## config.mk

```make
export PLATFORM = sky130hd
export DESIGN_NAME = near_gray_desaturate_top
export DESIGN_NICKNAME = d
export VERILOG_FILES = /design/src/rtl/ngd_pkg.sv /design/src/rtl/near_gray_desaturate_top.sv /design/src/rtl/ngd_stats.sv /design/src/rtl/ngd_weight.sv /design/src/rtl/ngd_blend.sv
export SDC_FILE = /design/constraint.sdc
export NUM_CORES = 2
export LEC_CHECK = 0
export ABC_AREA = 1
export BUFFER_PORTS_ARGS = -buffer_cell sky130_fd_sc_hd__buf_2
export CAP_MARGIN = 15
export CORE_MARGIN = 8
export CORE_UTILIZATION = 35
export DETAILED_ROUTE_END_ITERATION = 6
export PLACE_DENSITY = 0.54
export SYNTH_ARGS = -nofsm -noshare
export SYNTH_HDL_FRONTEND = slang
export SYNTH_SLANG_ARGS = --single-unit
```

## constraint.sdc

```tcl
create_clock -name clk -period 7.3 [get_ports clk]
set_input_delay 0.365 -clock clk [delete_from_list [all_inputs] [get_ports clk]]
set_output_delay 0.365 -clock clk [all_outputs]
set_load 0.02 [all_outputs]
```

## src/rtl/ngd_pkg.sv

```systemverilog
package ngd_pkg;

  // One RGBA pixel; red sits in the lowest byte, so this matches tdata.
  typedef struct packed {
    logic [7:0] alpha;
    logic [7:0] blue;
    logic [7:0] green;
    logic [7:0] red;
  } pixel_t;

  // gray_mode codes
  localparam logic [1:0] MODE_PASS     = 2'd0;
  localparam logic [1:0] MODE_BALANCED = 2'd1;
  localparam logic [1:0] MODE_STRONG   = 2'd2;

  // Fade edges per preset
  localparam logic [7:0] BAL_LOW  = 8'd8;
  localparam logic [7:0] BAL_HIGH = 8'd24;
  localparam logic [7:0] STR_LOW  = 8'd16;
  localparam logic [7:0] STR_HIGH = 8'd40;

  // Fade width W = high - low
  localparam logic [4:0] BAL_WIDTH = 5'd16;
  localparam logic [4:0] STR_WIDTH = 5'd24;

  // 3*W
  localparam logic [6:0] BAL_WIDTH3 = 7'd48;
  localparam logic [6:0] STR_WIDTH3 = 7'd72;

  // Denominator D = W^3 and D/2
  localparam logic [13:0] BAL_DEN      = 14'd4096;
  localparam logic [13:0] STR_DEN      = 14'd13824;
  localparam logic [13:0] BAL_DEN_HALF = 14'd2048;
  localparam logic [13:0] STR_DEN_HALF = 14'd6912;

  // Luma weights
  localparam logic [6:0]  LUMA_R     = 7'd38;
  localparam logic [6:0]  LUMA_G     = 7'd75;
  localparam logic [6:0]  LUMA_B     = 7'd15;
  localparam logic [15:0] LUMA_ROUND = 16'd64;
  localparam int          LUMA_SHIFT = 7;

  // Division by D: balanced D = 2^12; strong D = 2^9 * 27.
  localparam int          BAL_DEN_SHIFT = 12;
  localparam int          STR_DEN_SHIFT = 9;
  // x / 27 == (x * 4855) >> 17 for every x below 8192
  localparam logic [12:0] RECIP_27    = 13'd4855;
  localparam int          RECIP_SHIFT = 17;

  // Stage 1 result
  typedef struct packed {
    pixel_t     pix;
    logic       pass;
    logic       strong_sel;
    logic [7:0] spread;
    logic [7:0] luma;
  } stats_t;

  // Stage 3 result
  typedef struct packed {
    pixel_t      pix;
    logic        pass;
    logic        strong_sel;
    logic [7:0]  luma;
    logic [13:0] w;
  } weight_t;

endpackage

```

## src/rtl/near_gray_desaturate_top.sv

```systemverilog
// Channel  | Dir | Beat contents
// s_*      | in  | tdata[31:0]: in_red[7:0], in_green[15:8], in_blue[23:16], in_alpha[31:24]
// m_*      | out | tdata[31:0]: out_red[7:0], out_green[15:8], out_blue[23:16], out_alpha[31:24]
// cfg_*    | in  | cfg_wr_data[1:0]: gray_mode, written when cfg_wr_en is high
//
// One pixel per clock sustained while m_tready stays high.
// Stages: spread/luma, clamp and t*t, weight, products, sum and shift, divide-by-27.
// The multipliers, found in every stage but the fifth, set the stage depth.
// rst (synchronous) clears all stage valid bits and sets gray_mode to pass-through.
// Backpressure: each stage loads when it is empty or its successor loads, so bubbles
// collapse and s_tready stays high while any stage has room; nothing is dropped.
module near_gray_desaturate_top
  import ngd_pkg::*;
(
  input  logic        clk,
  input  logic        rst,
  // in_red, in_green, in_blue, in_alpha (low to high)
  input  logic        s_tvalid,
  output logic        s_tready,
  input  logic [31:0] s_tdata,
  // out_red, out_green, out_blue, out_alpha (low to high)
  output logic        m_tvalid,
  input  logic        m_tready,
  output logic [31:0] m_tdata,
  input  logic        cfg_wr_en,
  input  logic [1:0]  cfg_wr_data
);

  logic [1:0] gray_mode;

  always_ff @(posedge clk) begin
    if (rst) begin
      gray_mode <= MODE_PASS;
    end else if (cfg_wr_en) begin
      gray_mode <= cfg_wr_data;
    end
  end

  // stage 1
  logic   st_valid, st_ready;
  stats_t st;

  ngd_stats u_stats (
    .clk       (clk),
    .rst       (rst),
    .in_valid  (s_tvalid),
    .in_ready  (s_tready),
    .in_pix    (pixel_t'(s_tdata)),
    .mode      (gray_mode),
    .out_valid (st_valid),
    .out_ready (st_ready),
    .out_stats (st)
  );

  // stages 2-3
  logic    wt_valid, wt_ready;
  weight_t wt;

  ngd_weight u_weight (
    .clk        (clk),
    .rst        (rst),
    .in_valid   (st_valid),
    .in_ready   (st_ready),
    .in_stats   (st),
    .out_valid  (wt_valid),
    .out_ready  (wt_ready),
    .out_weight (wt)
  );

  // stages 4-6, last stage is the output register
  pixel_t out_pix;

  ngd_blend u_blend (
    .clk       (clk),
    .rst       (rst),
    .in_valid  (wt_valid),
    .in_ready  (wt_ready),
    .in_weight (wt),
    .out_valid (m_tvalid),
    .out_ready (m_tready),
    .out_pix   (out_pix)
  );

  assign m_tdata = 32'(out_pix);

  // an empty output register means every stage can load
  a_ready_when_empty: assert property (@(posedge clk) disable iff (rst)
    !m_tvalid |-> s_tready)
    else $error("input stalled with empty output");

  // no beat appears right after reset
  a_reset_quiet: assert property (@(posedge clk)
    !rst && $past(rst) |-> !m_tvalid)
    else $error("output valid right after reset");

endmodule

```

## src/rtl/ngd_stats.sv

```systemverilog
module ngd_stats
  import ngd_pkg::*;
(
  input  logic       clk,
  input  logic       rst,
  input  logic       in_valid,
  output logic       in_ready,
  input  pixel_t     in_pix,
  input  logic [1:0] mode,
  output logic       out_valid,
  input  logic       out_ready,
  output stats_t     out_stats
);

  logic [7:0]  max_rg, min_rg, max_c, min_c, spread, high;
  logic [15:0] luma_sum;
  logic        active, strong_sel;
  logic        en;

  assign en       = !out_valid || out_ready;
  assign in_ready = en;

  always_comb begin
    max_rg = (in_pix.red > in_pix.green) ? in_pix.red : in_pix.green;
    min_rg = (in_pix.red < in_pix.green) ? in_pix.red : in_pix.green;
    max_c  = (max_rg > in_pix.blue) ? max_rg : in_pix.blue;
    min_c  = (min_rg < in_pix.blue) ? min_rg : in_pix.blue;
    spread = max_c - min_c;

    luma_sum = 16'(LUMA_R) * 16'(in_pix.red)
             + 16'(LUMA_G) * 16'(in_pix.green)
             + 16'(LUMA_B) * 16'(in_pix.blue)
             + LUMA_ROUND;

    unique case (mode)
      MODE_BALANCED: begin
        active     = 1'b1;
        strong_sel = 1'b0;
      end
      MODE_STRONG: begin
        active     = 1'b1;
        strong_sel = 1'b1;
      end
      default: begin
        active     = 1'b0;
        strong_sel = 1'b0;
      end
    endcase
    high = strong_sel ? STR_HIGH : BAL_HIGH;
  end

  always_ff @(posedge clk) begin
    if (rst) begin
      out_valid <= 1'b0;
    end else if (en) begin
      out_valid <= in_valid;
    end
  end

  always_ff @(posedge clk) begin
    if (en) begin
      out_stats.pix        <= in_pix;
      out_stats.pass       <= !active || (spread == 8'd0) || (spread >= high);
      out_stats.strong_sel <= strong_sel;
      out_stats.spread     <= spread;
      out_stats.luma       <= luma_sum[LUMA_SHIFT +: 8];
    end
  end

endmodule

```

## src/rtl/ngd_weight.sv

```systemverilog
module ngd_weight
  import ngd_pkg::*;
(
  input  logic    clk,
  input  logic    rst,
  input  logic    in_valid,
  output logic    in_ready,
  input  stats_t  in_stats,
  output logic    out_valid,
  input  logic    out_ready,
  output weight_t out_weight
);

  typedef struct packed {
    pixel_t     pix;
    logic       pass;
    logic       strong_sel;
    logic [7:0] luma;
    logic [9:0] tt;
    logic [6:0] k;
  } cube_t;

  // stage 2: t, t*t and 3W - 2t
  logic       s2_valid, s2_en, s3_en;
  cube_t      s2;
  logic [7:0] low, diff;
  logic [4:0] width, t;
  logic [6:0] width3;

  assign s3_en    = !out_valid || out_ready;
  assign s2_en    = !s2_valid || s3_en;
  assign in_ready = s2_en;

  always_comb begin
    low    = in_stats.strong_sel ? STR_LOW : BAL_LOW;
    width  = in_stats.strong_sel ? STR_WIDTH : BAL_WIDTH;
    width3 = in_stats.strong_sel ? STR_WIDTH3 : BAL_WIDTH3;
    diff   = in_stats.spread - low;
    if (in_stats.spread <= low) begin
      t = 5'd0;
    end else if (diff > 8'(width)) begin
      t = width;
    end else begin
      t = diff[4:0];
    end
  end

  always_ff @(posedge clk) begin
    if (rst) begin
      s2_valid <= 1'b0;
    end else if (s2_en) begin
      s2_valid <= in_valid;
    end
  end

  always_ff @(posedge clk) begin
    if (s2_en) begin
      s2.pix        <= in_stats.pix;
      s2.pass       <= in_stats.pass;
      s2.strong_sel <= in_stats.strong_sel;
      s2.luma       <= in_stats.luma;
      s2.tt         <= 10'(t) * 10'(t);
      s2.k          <= width3 - {1'b0, t, 1'b0};
    end
  end

  // stage 3: w = t*t*(3W - 2t), never above D
  logic [16:0] w_full;

  assign w_full = 17'(s2.tt) * 17'(s2.k);

  always_ff @(posedge clk) begin
    if (rst) begin
      out_valid <= 1'b0;
    end else if (s3_en) begin
      out_valid <= s2_valid;
    end
  end

  always_ff @(posedge clk) begin
    if (s3_en) begin
      out_weight.pix        <= s2.pix;
      out_weight.pass       <= s2.pass;
      out_weight.strong_sel <= s2.strong_sel;
      out_weight.luma       <= s2.luma;
      out_weight.w          <= w_full[13:0];
    end
  end

  // weight stays within the denominator of its preset
  a_w_bound: assert property (@(posedge clk) disable iff (rst)
    s2_valid |-> (w_full <= (s2.strong_sel ? 17'(STR_DEN) : 17'(BAL_DEN))))
    else $error("smoothstep weight above denominator");

endmodule

```

## src/rtl/ngd_blend.sv

```systemverilog
module ngd_blend
  import ngd_pkg::*;
(
  input  logic    clk,
  input  logic    rst,
  input  logic    in_valid,
  output logic    in_ready,
  input  weight_t in_weight,
  output logic    out_valid,
  input  logic    out_ready,
  output pixel_t  out_pix
);

  logic s4_valid, s5_valid;
  logic s4_en, s5_en, s6_en;

  assign s6_en    = !out_valid || out_ready;
  assign s5_en    = !s5_valid || s6_en;
  assign s4_en    = !s4_valid || s5_en;
  assign in_ready = s4_en;

  // stage 4: base = (D - w)*luma + D/2, and w*channel per color
  pixel_t           s4_pix;
  logic             s4_pass, s4_strong;
  logic [21:0]      s4_base;
  logic [2:0][21:0] s4_prod;
  logic [2:0][7:0]  in_ch;
  logic [13:0]      den, den_half;

  assign in_ch    = {in_weight.pix.blue, in_weight.pix.green, in_weight.pix.red};
  assign den      = in_weight.strong_sel ? STR_DEN : BAL_DEN;
  assign den_half = in_weight.strong_sel ? STR_DEN_HALF : BAL_DEN_HALF;

  always_ff @(posedge clk) begin
    if (rst) begin
      s4_valid <= 1'b0;
    end else if (s4_en) begin
      s4_valid <= in_valid;
    end
  end

  always_ff @(posedge clk) begin
    if (s4_en) begin
      s4_pix    <= in_weight.pix;
      s4_pass   <= in_weight.pass;
      s4_strong <= in_weight.strong_sel;
      s4_base   <= 22'(den - in_weight.w) * 22'(in_weight.luma) + 22'(den_half);
      for (int k = 0; k < 3; k++) begin
        s4_prod[k] <= 22'(in_weight.w) * 22'(in_ch[k]);
      end
    end
  end

  // stage 5: sum, then the power-of-two part of the division
  pixel_t           s5_pix;
  logic             s5_pass, s5_strong;
  logic [2:0][12:0] s5_x;
  logic [2:0][21:0] num;

  always_comb begin
    for (int k = 0; k < 3; k++) begin
      num[k] = s4_base + s4_prod[k];
    end
  end

  always_ff @(posedge clk) begin
    if (rst) begin
      s5_valid <= 1'b0;
    end else if (s5_en) begin
      s5_valid <= s4_valid;
    end
  end

  always_ff @(posedge clk) begin
    if (s5_en) begin
      s5_pix    <= s4_pix;
      s5_pass   <= s4_pass;
      s5_strong <= s4_strong;
      for (int k = 0; k < 3; k++) begin
        s5_x[k] <= s4_strong ? num[k][STR_DEN_SHIFT +: 13]
                             : 13'(num[k][BAL_DEN_SHIFT +: 8]);
      end
    end
  end

  // stage 6: divide by 27 through reciprocal, pick bypass or blend
  logic [2:0][25:0] recip;
  logic [2:0][7:0]  quot;

  always_comb begin
    for (int k = 0; k < 3; k++) begin
      recip[k] = 26'(s5_x[k]) * 26'(RECIP_27);
      quot[k]  = s5_strong ? recip[k][RECIP_SHIFT +: 8] : s5_x[k][7:0];
    end
  end

  always_ff @(posedge clk) begin
    if (rst) begin
      out_valid <= 1'b0;
    end else if (s6_en) begin
      out_valid <= s5_valid;
    end
  end

  always_ff @(posedge clk) begin
    if (s6_en) begin
      out_pix.alpha <= s5_pix.alpha;
      out_pix.red   <= s5_pass ? s5_pix.red   : quot[0];
      out_pix.green <= s5_pass ? s5_pix.green : quot[1];
      out_pix.blue  <= s5_pass ? s5_pix.blue  : quot[2];
    end
  end

  // strong preset: numerator / 512 stays where the reciprocal is exact
  a_recip_range: assert property (@(posedge clk) disable iff (rst)
    s5_valid && s5_strong |->
      (s5_x[0] <= 13'd6899) && (s5_x[1] <= 13'd6899) && (s5_x[2] <= 13'd6899))
    else $error("blend numerator out of reciprocal range");

endmodule

```

==> run_summary.xml <==
<?xml version="1.0" encoding="UTF-8"?>
<metrics>
  <group name="worst_hold_path">
    <metric name="hold_path_startpoint" unit="">cfg_wr_data[1]</metric>
    <metric name="timing.hold.worst.class" unit="">in2reg</metric>
    <metric name="min_path_cells" unit="">3</metric>
  </group>
  <group name="route">
    <metric name="dr.pass1.iters" unit="">5</metric>
    <metric name="via_count" unit="">31800</metric>
    <metric name="drt_drc_violations_left" unit="">0</metric>
    <metric name="detail-route-antenna-nets" unit="">0</metric>
    <metric name="drt_iter0_markers" unit="">1706</metric>
    <metric name="via_per_inst" unit="">4.67</metric>
    <metric name="drt_wl_total" unit="um">107000</metric>
    <metric name="detail_route.wl_per_cell" unit="um">15.7</metric>
  </group>
  <group name="yosys">
    <metric name="synth_enable_flop_cells" unit="">384</metric>
    <metric name="synth_seq_area_share" unit="%">25.4</metric>
    <metric name="top_post_synthesis_cells_by_count" unit="">sky130_fd_sc_hd__inv_1 (1204), sky130_fd_sc_hd__nand2_1 (897), sky130_fd_sc_hd__ha_1 (627)</metric>
    <metric name="postSynthCellCount" unit="">4964</metric>
    <metric name="synth_top_flop_cell" unit="">sky130_fd_sc_hd__edfxtp_1</metric>
    <metric name="syn-cell-area" unit="sq um">46100</metric>
    <metric name="synth.ff_latch_count" unit="">392</metric>
    <metric name="synth_warnings" unit="">0</metric>
    <metric name="synth.avg_cell_area" unit="sq um">9.29</metric>
    <metric name="yosysTopAreaCell" unit="">sky130_fd_sc_hd__fa_1</metric>
    <metric name="post-synth-top-count-cell" unit="">sky130_fd_sc_hd__inv_1</metric>
    <metric name="synth_largest_type_area_fraction" unit="%">25.4</metric>
    <metric name="synth_top_cells_by_area" unit="">sky130_fd_sc_hd__fa_1 (25%), sky130_fd_sc_hd__edfxtp_1 (25%), sky130_fd_sc_hd__ha_1 (17%), sky130_fd_sc_hd__inv_1 (9.8%), sky130_fd_sc_hd__nand2_1 (7.3%)</metric>
    <metric name="ys_async_sr_fraction" unit="%">0</metric>
    <metric name="syn-num-nets" unit="">6214</metric>
    <metric name="synthDistinctLibCells" unit="">56</metric>
  </group>
  <group name="global_routing">
    <metric name="grt_start_max_net_pins" unit="">77</metric>
    <metric name="first_global_vias" unit="">33700</metric>
    <metric name="global_route_wire_length_before_repair" unit="um">176000</metric>
    <metric name="antenna_violations_before_repair" unit="">0</metric>
    <metric name="globalRoute.totalOverflow" unit="">0</metric>
    <metric name="groute.usage.overall" unit="%">15.2</metric>
  </group>
  <group name="run_status">
    <metric name="run_status" unit="">finished, final reports clean</metric>
  </group>
  <group name="timing">
    <metric name="slew-limit-headroom" unit="%">30.0</metric>
    <metric name="worstMarginPinSlew" unit="ns">1.05</metric>
    <metric name="finalHoldViolations" unit="">0</metric>
    <metric name="timing.final.setup_violations" unit="">0</metric>
    <metric name="min_period_over_period" unit="%">81.8</metric>
    <metric name="rsz_0062_raised_after_global_routing" unit="">no</metric>
    <metric name="max_freq" unit="GHz">0.167</metric>
    <metric name="final_number_of_max_transition_violations" unit="">0</metric>
    <metric name="tns" unit="ns">0</metric>
    <metric name="finalClockSkew" unit="ns">0.0272</metric>
    <metric name="min_period" unit="ns">5.97</metric>
  </group>
  <group name="clocking">
    <metric name="cts_tree" unit="">done</metric>
    <metric name="clock-root-buffer" unit="">sky130_fd_sc_hd__clkbuf_16</metric>
    <metric name="cts_made_buffers" unit="">48</metric>
    <metric name="clock_sinks" unit="">392</metric>
    <metric name="cts_setup_buffers" unit="">0</metric>
    <metric name="htree_num_levels" unit="">2</metric>
    <metric name="max-clock-path-buffers" unit="">3</metric>
    <metric name="insertion_delay" unit="ns">0.60</metric>
    <metric name="path_clk_slew" unit="ns">0.06</metric>
    <metric name="post_cts_resized" unit="">0</metric>
  </group>
  <group name="placement">
    <metric name="port_buffers" unit="">72</metric>
    <metric name="dpl-instance-area" unit="sq um">48500</metric>
    <metric name="finalWeightedCongestion" unit="">0.860</metric>
    <metric name="dpl.cell_count" unit="">6720</metric>
    <metric name="dp_hpwl" unit="um">86600</metric>
  </group>
  <group name="critical_path">
    <metric name="worst_setup_path_start_kind" unit="">flop</metric>
    <metric name="critical_path.startpoint" unit="">u_weight.out_weight[1]$_DFFE_PP_</metric>
    <metric name="critical_path_peak_fanout" unit="">10</metric>
    <metric name="critPathKind" unit="">reg2reg</metric>
    <metric name="rr_worst_depth" unit="">26</metric>
    <metric name="timing.critical_path.required" unit="ns">7.63</metric>
    <metric name="critPathCaptureType" unit="">flop</metric>
    <metric name="critical_path_arrival" unit="ns">6.31</metric>
    <metric name="worstReg2RegStart" unit="">u_weight.out_weight[1]$_DFFE_PP_</metric>
  </group>
  <group name="floorplan">
    <metric name="die_width" unit="um">379</metric>
    <metric name="coreArea" unit="sq um">131000</metric>
    <metric name="effective_utilization_at_floorplan" unit="%">35.2</metric>
    <metric name="row_count" unit="">133</metric>
    <metric name="die-area" unit="sq um">144000</metric>
    <metric name="die-height" unit="um">379</metric>
    <metric name="pin_count" unit="">73</metric>
  </group>
  <group name="finish">
    <metric name="final_util" unit="%">38.2</metric>
    <metric name="finalNonFillerCells" unit="">6816</metric>
    <metric name="fin_area" unit="sq um">50100</metric>
    <metric name="nNetsFinal" unit="">6276</metric>
    <metric name="drive_above_1_share" unit="%">4.27</metric>
    <metric name="diodes" unit="">0</metric>
    <metric name="area_overhead_vs_synth" unit="%">8.76</metric>
  </group>
  <group name="run">
    <metric name="cap_violations" unit="">0</metric>
  </group>
</metrics>
-- cells by family (layout without fill, tap and decap cells) --
family,after synthesis,in the layout,synth area share (%)
flops,392,392,25.4
fa+ha+maj,1211,1211,42.4
compound gates,569,569,6.87
buf+inv,1304,1401,10.6
simple gates,1341,1341,11.9
xor+xnor,147,147,2.86
-- worst paths after layout --
kind         slack, ns                       endpoint
min               0.04      gray_mode[1]$_SDFFE_PP0P_
max reg2reg       1.33  u_blend.s4_base[19]$_DFFE_PP_
min reg2reg       0.41   u_blend.s5_pix[15]$_DFFE_PP_
max               1.33  u_blend.s4_base[19]$_DFFE_PP_
-- layer usage --
layer  share of wire (%)  track usage (%)
met5                   0                0
met4                 2.3             3.39
met3                 3.1             1.43
met2                  47             26.2
met1                  47             20.6
-- state kept, by name, summed over array words and instances, names as in the netlist, 2 cells and up --
| name | count |
|---|---|
| u_blend.s4_pix | 32 |
| gray_mode | 2 |
| u_weight.out_weight | 55 |
| u_stats.out_stats | 50 |
| u_blend.s4_prod | 63 |
| u_blend.s5_pix | 32 |
| u_blend.s4_base | 21 |
| u_blend.out_pix | 32 |
| u_weight.s2 | 56 |
| u_blend.s5_x | 39 |
-- critical path: stages, from the launching register on --
cell	delay (ns)
sky130_fd_sc_hd__edfxtp_1	0.60
sky130_fd_sc_hd__inv_1	0.13
sky130_fd_sc_hd__ha_1	0.18
sky130_fd_sc_hd__inv_1	0.07
sky130_fd_sc_hd__nor3_4	0.14
sky130_fd_sc_hd__inv_2	0.07
sky130_fd_sc_hd__nor2_4	0.10
sky130_fd_sc_hd__inv_1	0.06
sky130_fd_sc_hd__o21ai_0	0.14
sky130_fd_sc_hd__nand2_1	0.15
sky130_fd_sc_hd__inv_1	0.15
sky130_fd_sc_hd__nand2_1	0.09
sky130_fd_sc_hd__fa_1	0.49
sky130_fd_sc_hd__fa_1	0.51
sky130_fd_sc_hd__inv_1	0.06
sky130_fd_sc_hd__fa_1	0.54
sky130_fd_sc_hd__inv_1	0.05
sky130_fd_sc_hd__fa_1	0.47
sky130_fd_sc_hd__inv_1	0.04
sky130_fd_sc_hd__ha_1	0.33
sky130_fd_sc_hd__a21o_1	0.20
sky130_fd_sc_hd__a31oi_1	0.31
sky130_fd_sc_hd__o21ai_1	0.21
sky130_fd_sc_hd__a21oi_1	0.26
sky130_fd_sc_hd__o21ai_1	0.13
sky130_fd_sc_hd__a21oi_1	0.17
sky130_fd_sc_hd__xor2_1	0.08
-- area by class of cell --
| class | instances | area, sq um |
|---|---|---|
| Sequential cell | 392 | 11700 |
| Clock inverter | 30 | 325 |
| Fill cell | 13400 | 81000 |
| Timing Repair Buffer | 107 | 651 |
| Clock buffer | 55 | 1230 |
| Tap cell | 1755 | 2200 |
| Inverter | 1209 | 4550 |
| Multi-Input combinational cell | 3268 | 29500 |
-- stage by stage --
stage / hold WS, ns / setup WS [ns]
floorplan: 0.400 / 0.403
global placement: 0.403 / 1.22
detailed placement: 0.405 / 1.23
CTS: 0.00561 / 1.33
global route: 0.0404 / 0.906
finish: 0.0369 / 1.33
-- cells in the final DEF (no fill, tap or decap), types with 5 or more instances in the layout --
master                          count
sky130_fd_sc_hd__a211oi_1          14
sky130_fd_sc_hd__a21boi_1           7
sky130_fd_sc_hd__a21o_1            17
sky130_fd_sc_hd__a21oi_1          261
sky130_fd_sc_hd__a31oi_1           16
sky130_fd_sc_hd__buf_2             72
sky130_fd_sc_hd__buf_4             24
sky130_fd_sc_hd__bufinv_16          5
sky130_fd_sc_hd__clkbuf_1           7
sky130_fd_sc_hd__clkbuf_16         48
sky130_fd_sc_hd__clkinv_1           9
sky130_fd_sc_hd__clkinv_2           6
sky130_fd_sc_hd__clkinvlp_4         6
sky130_fd_sc_hd__dfxtp_1            8
sky130_fd_sc_hd__dlygate4sd3_1     11
sky130_fd_sc_hd__edfxtp_1         384
sky130_fd_sc_hd__fa_1             584
sky130_fd_sc_hd__ha_1             627
sky130_fd_sc_hd__inv_1           1199
sky130_fd_sc_hd__inv_2              6
sky130_fd_sc_hd__nand2_1          896
sky130_fd_sc_hd__nand3_1          101
sky130_fd_sc_hd__nand3b_1          10
sky130_fd_sc_hd__nand4_1           24
sky130_fd_sc_hd__nor2_1           225
sky130_fd_sc_hd__nor2_2             5
sky130_fd_sc_hd__nor3_1            36
sky130_fd_sc_hd__nor4_1             5
sky130_fd_sc_hd__o211ai_1          15
sky130_fd_sc_hd__o21a_1             5
sky130_fd_sc_hd__o21ai_0          173
sky130_fd_sc_hd__o21ai_1           14
sky130_fd_sc_hd__o21bai_1          15
sky130_fd_sc_hd__o31ai_1           15
sky130_fd_sc_hd__or2_2             20
sky130_fd_sc_hd__xnor2_1           53
sky130_fd_sc_hd__xor2_1            92
-- timing repair --
action,in CTS,in global routing
hold buffers,11,0
setup endpoints to repair,0,0
hold endpoints to repair,11,0
Power is left out: the tool's default activity adds up to more than one toggle a clock period on the data nets, which glitch-free logic cannot reach.
